**src/sv/deq_pkg.sv**
```systemverilog
// ----------------------------------------------------------------------------
// deq_pkg
// Shared types, sizes and codes for the double-ended queue core.
// ----------------------------------------------------------------------------
package deq_pkg;

   localparam int DEPTH  = 16;
   localparam int DATA_W = 32;
   localparam int IDX_W  = $clog2(DEPTH);
   localparam int CNT_W  = $clog2(DEPTH + 1);

   // request op codes
   localparam logic [2:0] OP_PUSH_FRONT = 3'd0;
   localparam logic [2:0] OP_PUSH_BACK  = 3'd1;
   localparam logic [2:0] OP_POP_FRONT  = 3'd2;
   localparam logic [2:0] OP_POP_BACK   = 3'd3;
   localparam logic [2:0] OP_PEEK_FRONT = 3'd4;
   localparam logic [2:0] OP_PEEK_BACK  = 3'd5;

   // response status codes
   localparam logic [1:0] ST_OK    = 2'd0;
   localparam logic [1:0] ST_EMPTY = 2'd1;
   localparam logic [1:0] ST_FULL  = 2'd2;

   typedef struct packed {
      logic [2:0]         op;
      logic signed [31:0] value;
   } req_type;

   typedef struct packed {
      logic signed [31:0] data;
      logic [1:0]         status;
      logic [4:0]         count;
      logic               is_empty;
   } rsp_type;

   // controller to datapath
   typedef struct packed {
      logic start;   // request transaction accepted this cycle
   } cmd_type;

   function automatic logic [IDX_W-1:0] ring_next(input logic [IDX_W-1:0] i);
      ring_next = (i == IDX_W'(DEPTH - 1)) ? '0 : i + 1'b1;
   endfunction

   function automatic logic [IDX_W-1:0] ring_prev(input logic [IDX_W-1:0] i);
      ring_prev = (i == '0) ? IDX_W'(DEPTH - 1) : i - 1'b1;
   endfunction

endpackage

```
**src/sv/deq_ram.sv**
```systemverilog
// ----------------------------------------------------------------------------
// deq_ram
// Generic single-write, single-read RAM with registered read data.
// ----------------------------------------------------------------------------
module deq_ram #(
   parameter int WIDTH = 32,
   parameter int DEPTH = 16,
   localparam int ADDR_W = $clog2(DEPTH)
) (
   input  logic              clock,
   input  logic              we,
   input  logic [ADDR_W-1:0] waddr,
   input  logic [WIDTH-1:0]  wdata,
   input  logic              re,
   input  logic [ADDR_W-1:0] raddr,
   output logic [WIDTH-1:0]  rdata
);

   logic [WIDTH-1:0] mem [DEPTH];

   always_ff @(posedge clock) begin
      if (we) begin
         mem[waddr] <= wdata;
      end
      if (re) begin
         rdata <= mem[raddr];
      end
   end

endmodule

```
**src/sv/deq_ctrl.sv**
```systemverilog
// ----------------------------------------------------------------------------
// deq_ctrl
// Handshake controller: takes one request, then holds the response until
// it is taken.
// ----------------------------------------------------------------------------
module deq_ctrl (
   input  logic             clock,
   input  logic             reset,
   input  logic             req_valid,
   output logic             req_stall,
   output logic             rsp_valid,
   input  logic             rsp_stall,
   output deq_pkg::cmd_type cmd
);
   import deq_pkg::*;

   typedef enum logic [0:0] {
      S_IDLE,
      S_BUSY
   } state_type;

   state_type state_ff;
   logic      req_stall_ff;
   logic      rsp_valid_ff;

   assign req_stall = req_stall_ff;
   assign rsp_valid = rsp_valid_ff;
   assign cmd.start = req_valid && !req_stall_ff;

   always_ff @(posedge clock) begin
      if (reset) begin
         state_ff     <= S_IDLE;
         req_stall_ff <= 1'b0;
         rsp_valid_ff <= 1'b0;
      end else begin
         unique case (state_ff)
            S_IDLE: begin
               if (req_valid) begin
                  state_ff     <= S_BUSY;
                  req_stall_ff <= 1'b1;
                  rsp_valid_ff <= 1'b1;
               end
            end
            S_BUSY: begin
               if (!rsp_stall) begin
                  state_ff     <= S_IDLE;
                  req_stall_ff <= 1'b0;
                  rsp_valid_ff <= 1'b0;
               end
            end
            default: begin
               state_ff     <= S_IDLE;
               req_stall_ff <= 1'b0;
               rsp_valid_ff <= 1'b0;
            end
         endcase
      end
   end

`ifndef SYNTH
   a_ready_no_rsp: assert property (@(posedge clock) disable iff (reset)
      !req_stall_ff |-> !rsp_valid_ff)
      else $error("request side open while a response is pending");

   a_start_gives_rsp: assert property (@(posedge clock) disable iff (reset)
      cmd.start |=> rsp_valid_ff)
      else $error("accepted request produced no response");

   a_rsp_once: assert property (@(posedge clock) disable iff (reset)
      rsp_valid_ff && !rsp_stall |=> !rsp_valid_ff)
      else $error("response repeated after delivery");
`endif

endmodule

```
**src/sv/deq_datapath.sv**
```systemverilog
// ----------------------------------------------------------------------------
// deq_datapath
// Ring-buffer pointers, occupancy, entry RAM and response registers.
// ----------------------------------------------------------------------------
module deq_datapath (
   input  logic             clock,
   input  logic             reset,
   input  deq_pkg::cmd_type cmd,
   input  deq_pkg::req_type req,
   output deq_pkg::rsp_type rsp
);
   import deq_pkg::*;

   logic [IDX_W-1:0]  front_ff, front_in;
   logic [IDX_W-1:0]  back_ff, back_in;
   logic [CNT_W-1:0]  occ_ff, occ_in;
   logic [1:0]        status_ff, status_in;
   logic              dsel_ff, dsel_in;

   logic              we, re;
   logic [IDX_W-1:0]  waddr, raddr;
   logic [DATA_W-1:0] wdata, rdata;
   logic              full, empty;

   assign full  = (occ_ff == CNT_W'(DEPTH));
   assign empty = (occ_ff == '0);
   assign wdata = DATA_W'(req.value);   // sign-extends or truncates

   always_comb begin
      front_in  = front_ff;
      back_in   = back_ff;
      occ_in    = occ_ff;
      status_in = status_ff;
      dsel_in   = dsel_ff;
      we        = 1'b0;
      re        = 1'b0;
      waddr     = back_ff;
      raddr     = front_ff;
      if (cmd.start) begin
         status_in = ST_OK;
         dsel_in   = 1'b0;
         unique case (req.op)
            OP_PUSH_FRONT, OP_PUSH_BACK: begin
               if (full) begin
                  status_in = ST_FULL;
               end else if (req.op == OP_PUSH_FRONT) begin
                  front_in = ring_prev(front_ff);
                  waddr    = ring_prev(front_ff);
                  we       = 1'b1;
                  occ_in   = occ_ff + 1'b1;
               end else begin
                  back_in = ring_next(back_ff);
                  waddr   = back_ff;
                  we      = 1'b1;
                  occ_in  = occ_ff + 1'b1;
               end
            end
            OP_POP_FRONT, OP_POP_BACK, OP_PEEK_FRONT, OP_PEEK_BACK: begin
               if (empty) begin
                  status_in = ST_EMPTY;
               end else begin
                  re      = 1'b1;
                  dsel_in = 1'b1;
                  if (req.op == OP_POP_FRONT || req.op == OP_PEEK_FRONT) begin
                     raddr = front_ff;
                  end else begin
                     raddr = ring_prev(back_ff);
                  end
                  if (req.op == OP_POP_FRONT) begin
                     front_in = ring_next(front_ff);
                     occ_in   = occ_ff - 1'b1;
                  end else if (req.op == OP_POP_BACK) begin
                     back_in = ring_prev(back_ff);
                     occ_in  = occ_ff - 1'b1;
                  end
               end
            end
            default: begin
               // unused op codes: no-op, ok status
            end
         endcase
      end
   end

   always_ff @(posedge clock) begin
      if (reset) begin
         front_ff  <= '0;
         back_ff   <= '0;
         occ_ff    <= '0;
         status_ff <= ST_OK;
         dsel_ff   <= 1'b0;
      end else begin
         front_ff  <= front_in;
         back_ff   <= back_in;
         occ_ff    <= occ_in;
         status_ff <= status_in;
         dsel_ff   <= dsel_in;
      end
   end

   deq_ram #(
      .WIDTH (DATA_W),
      .DEPTH (DEPTH)
   ) u_ram (
      .clock (clock),
      .we    (we),
      .waddr (waddr),
      .wdata (wdata),
      .re    (re),
      .raddr (raddr),
      .rdata (rdata)
   );

   assign rsp.data     = dsel_ff ? signed'(32'(rdata)) : '0;
   assign rsp.status   = status_ff;
   assign rsp.count    = 5'(occ_ff);
   assign rsp.is_empty = empty;

`ifndef SYNTH
   a_occ_bound: assert property (@(posedge clock) disable iff (reset)
      occ_ff <= CNT_W'(DEPTH))
      else $error("occupancy above depth");

   a_full_push_refused: assert property (@(posedge clock) disable iff (reset)
      cmd.start && full && (req.op == OP_PUSH_FRONT || req.op == OP_PUSH_BACK)
      |=> status_ff == ST_FULL && occ_ff == $past(occ_ff))
      else $error("push into full queue changed occupancy");

   a_empty_no_data: assert property (@(posedge clock) disable iff (reset)
      status_ff == ST_EMPTY |-> !dsel_ff)
      else $error("data selected on empty status");
`endif

endmodule

```
**src/sv/double_ended_queue_core.sv**
```systemverilog
// Response: rsp_valid and the registered read data appear in the cycle after a request is accepted.
// Throughput: one request per response delivery; the single request/response handshake controller
// takes no new request until the response has been taken.
// Reset: synchronous, active high; clears pointers, occupancy and handshake state.
// Entry RAM contents are not cleared; only occupied entries are ever read.
// ----------------------------------------------------------------------------
// double_ended_queue_core
// Bounded double-ended queue of signed words in a circular buffer.
// ----------------------------------------------------------------------------
module double_ended_queue_core (
   input  logic             clock,
   input  logic             reset,
   input  logic             req_valid,
   output logic             req_stall,
   input  deq_pkg::req_type req_payload,
   output logic             rsp_valid,
   input  logic             rsp_stall,
   output deq_pkg::rsp_type rsp_payload
);
   import deq_pkg::*;

   cmd_type cmd;

   deq_ctrl u_ctrl (
      .clock     (clock),
      .reset     (reset),
      .req_valid (req_valid),
      .req_stall (req_stall),
      .rsp_valid (rsp_valid),
      .rsp_stall (rsp_stall),
      .cmd       (cmd)
   );

   deq_datapath u_datapath (
      .clock (clock),
      .reset (reset),
      .cmd   (cmd),
      .req   (req_payload),
      .rsp   (rsp_payload)
   );

endmodule
```
**config.mk**
```make
export PLATFORM = sky130hd
export DESIGN_NAME = double_ended_queue_core
export DESIGN_NICKNAME = d
export VERILOG_FILES = /design/src/sv/deq_pkg.sv /design/src/sv/deq_ram.sv /design/src/sv/deq_ctrl.sv /design/src/sv/deq_datapath.sv /design/src/sv/double_ended_queue_core.sv
export SDC_FILE = /design/constraint.sdc
export NUM_CORES = 1
export LEC_CHECK = 0
export BUFFER_PORTS_ARGS = -buffer_cell sky130_fd_sc_hd__buf_2
export CAP_MARGIN = 20
export CORE_MARGIN = 2
export CORE_UTILIZATION = 63
export CTS_CLUSTER_DIAMETER = 100
export DETAILED_ROUTE_END_ITERATION = 12
export PLACE_DENSITY_LB_ADDON = 0.05
export SYNTH_ARGS = -nofsm -noshare
export SYNTH_HDL_FRONTEND = slang
export SYNTH_SLANG_ARGS = --single-unit
```
**constraint.sdc**
```tcl
create_clock -name clock -period 5.2 [get_ports clock]
set_input_delay 1.04 -clock clock [delete_from_list [all_inputs] [get_ports clock]]
set_output_delay 1.04 -clock clock [all_outputs]
set_load 0.01 [all_outputs]
```
==> qor.yml <==
floorplanning:
  core_um2: 42790
  start_util: 0.6350
  num_rows: 76
  fp.dieArea_um2: 44810
  ios: 81
  die_h_um: 211.7
  die_w_um: 211.7
final_layout:
  fillers: 2900
  area_delta_synth_final_pct: 11.42
  regArea_um2: 16700
  fin_nets: 2189
  multi_input_area_um2: 9812
  stdcell_count: 2737
  drive_gt1_frac: 0.1215
timing:
  rsz0062_at_grt: "no"
  maxSlewViolCount: 0
  fmax_ghz: 0.2649
  whs_ns: 0.4643
  worst_pin_slew_ns: 1.071
  finalClockSkew_ns: 0.02247
  relSlewSlack: 0.2857
  period_needed_ns: 3.775
  finalCritPeriodShare: 0.7260
  hold_viol_final: 0
  setup_viol: 0
  setup_tns_ns: 0
power:
  p_per_area_nw_per_um2: 337.0
  p_leak_nw: 9.390
  power_w: 0.01020
  ir_worst_vdd_mv: 0.3283
logic_synthesis:
  yosysTopAreaCellShare: 0.6012
  ys_types: 54
  synth.avg_cell_area_um2: 12.66
  synthArstFlopShare: 0
  syn_nets: 2193
  synth_commonest_cells: "edfxtp_1, a2111oi_0, mux2i_1, nand2_1, clkbuf_1"
  synth_top_area_cell: "edfxtp_1"
  ys.flop_type: "edfxtp_1"
  synth_edf_count: 544
  synth_area_um2: 27170
  synth_most_common_cell: "edfxtp_1"
  yosysSeqAreaShare: 0.6144
  netlist_top_cells_area: "edfxtp_1, a2111oi_0, mux2i_1, and2_1, nor2b_1"
  yosys_warnings: 0
  ys_ff_latch: 562
  syn_inst: 2146
detailed_routing:
  drt-wirelength-per-cell_um: 26.74
  antenna_left: 0
  num_vias: 19250
  drtIter0Drc: 1932
  route.detailed.drc: 0
  via_per_inst: 7.033
  routed_wl_um: 73190
  dr.pass1.iters: 6
placed_design:
  dp_hpwl_um: 38710
  gp_congestion: 0.7956
  placed_cells: 2629
  port_buffers: 80
critical_path:
  worstPathRequired_ns: 5.52
  cp.arrival_ns: 4.10
  crit_type: "in2reg"
  worstPathMaxFanout: 18
  critPathLaunchType: "input port"
  critPathCaptureType: "flop"
grt:
  antenna_found_initial: 1
  grt_max_degree: 157
  grt_pass1_wl_um: 111800
  grt_usage: 0.3305
  grt-ovfl-total: 0
  grt_pass1_vias: 19220
job:
  max-cap-violations: 0
hold_path:
  hp-class: "reg2reg"
outcome:
  status: "finished clean"
cts:
  clkSlewWorstSetupHoldPaths_ns: 0.06
  clk_latency_ns: 0.62
  post_cts_resized: 0
  cts_post_setup_buffers_inserted: 0
  clock-sinks: 562
  cts_made_buffers: 57
  max-clock-path-buffers: 3
  root_buffer: "clkbuf_16"
  h-tree-depth: 2
  ctsHoldBuffers: 0
  cts_tree: "built"
-- per-stage QoR --
step | utilization | setup WS (ns) | cell area, µm²
5_1_grt | 0.7075 | 1.253 | 30270
3_3_place_gp | 0.6615 | 0.8657 | 28310
3_5_place_dp | 0.6615 | 0.8308 | 28310
4_1_cts | 0.7074 | 1.481 | 30270
2_1_floorplan | - | 0.6424 | 27170
6_report | 0.7075 | 1.425 | 30280
-- cells in the final DEF (no fill, tap or decap), types with 18 or more instances in the layout --
cell type	netlist	routed
mux2i_1	224	221
or4_1	32	32
nand2_1	205	205
nor4_1	95	95
nor2_1	45	29
edfxtp_1	544	544
buf_4	4	41
buf_2	25	80
and2_1	157	157
a2111oi_0	284	284
nor2b_1	130	130
clkbuf_16	0	58
buf_12	2	18
a21oi_1	121	118
-- report_power, final --
part	switching (W)	total (W)	leakage, nW	internal, W
registers	0.0000313	0.00504	5.04	0.00501
clock network	0.00175	0.00431	0.959	0.00257
logic	0.000564	0.000844	3.39	0.000280
total	0.00234	0.0102	9.39	0.00786
-- registers in the layout (all words and copies together) (netlist names) --
signal                  count
u_ctrl.req_stall            1
u_ctrl.state_ff             1
u_datapath.back_ff          4
u_datapath.dsel_ff          1
u_datapath.front_ff         4
u_datapath.occ_ff           5
u_datapath.status_ff        2
u_datapath.u_ram.mem      512
u_datapath.u_ram.rdata     32
-- cell families after synthesis --
| logic type | share of synthesized area |
|---|---|
| AOI/OAI and AO/OA | 0.1244 |
| and+or+nand+nor | 0.1361 |
| buffers and inverters | 0.03302 |
| adders and majority gates | 0.003960 |
| DFF | 0.6144 |
| xor gates and xnor gates | 0.003546 |
| muxes | 0.08459 |
-- final cells by class --
type                    count  share of cell area
diodes                      2           0.0001653
clock buffers              61             0.04831
clock inverters            45             0.01661
inverters                  10            0.001405
multi-input cells        1372              0.3241
flip-flops and latches    562              0.5516
well taps                 546             0.02256
repair buffers            139             0.03529
-- final timing paths --
check,cells past startpoint,end,slack [ns],from
min,2,u_ctrl.state_ff$_SDFF_PP0_,0.46,u_ctrl.state_ff$_SDFF_PP0_
max reg2reg,8,u_datapath.u_ram.mem[9][17]$_DFFE_PP_,1.49,u_datapath.front_ff[1]$_SDFFE_PP0P_
max,9,u_datapath.u_ram.mem[2][1]$_DFFE_PP_,1.42,req_payload[33]
min reg2reg,2,u_ctrl.state_ff$_SDFF_PP0_,0.46,u_ctrl.state_ff$_SDFF_PP0_
-- layer usage --
metal / part of all wire / vias up / track usage / routed length, µm
met5: 0 / - / 0 / 0
met4: 0.035 / 0 / 0.1275 / 2527
met3: 0.085 / 160 / 0.05741 / 6237
met2: 0.48 / 928 / 0.5484 / 35080
met1: 0.40 / 9697 / 0.4385 / 29350
li1: - / 8465 / - / -
-- critical path, stage by stage --
cell and delay (ns):
buf_2 0.12, or4b_2 0.69, a211oi_1 0.39, buf_4 0.23, nor2_1 0.05, a21oi_1 0.23, nand3_1 0.37, nor2_4 0.67
buf_4 0.30
Note: power is estimated with default switching activity, not from simulation.
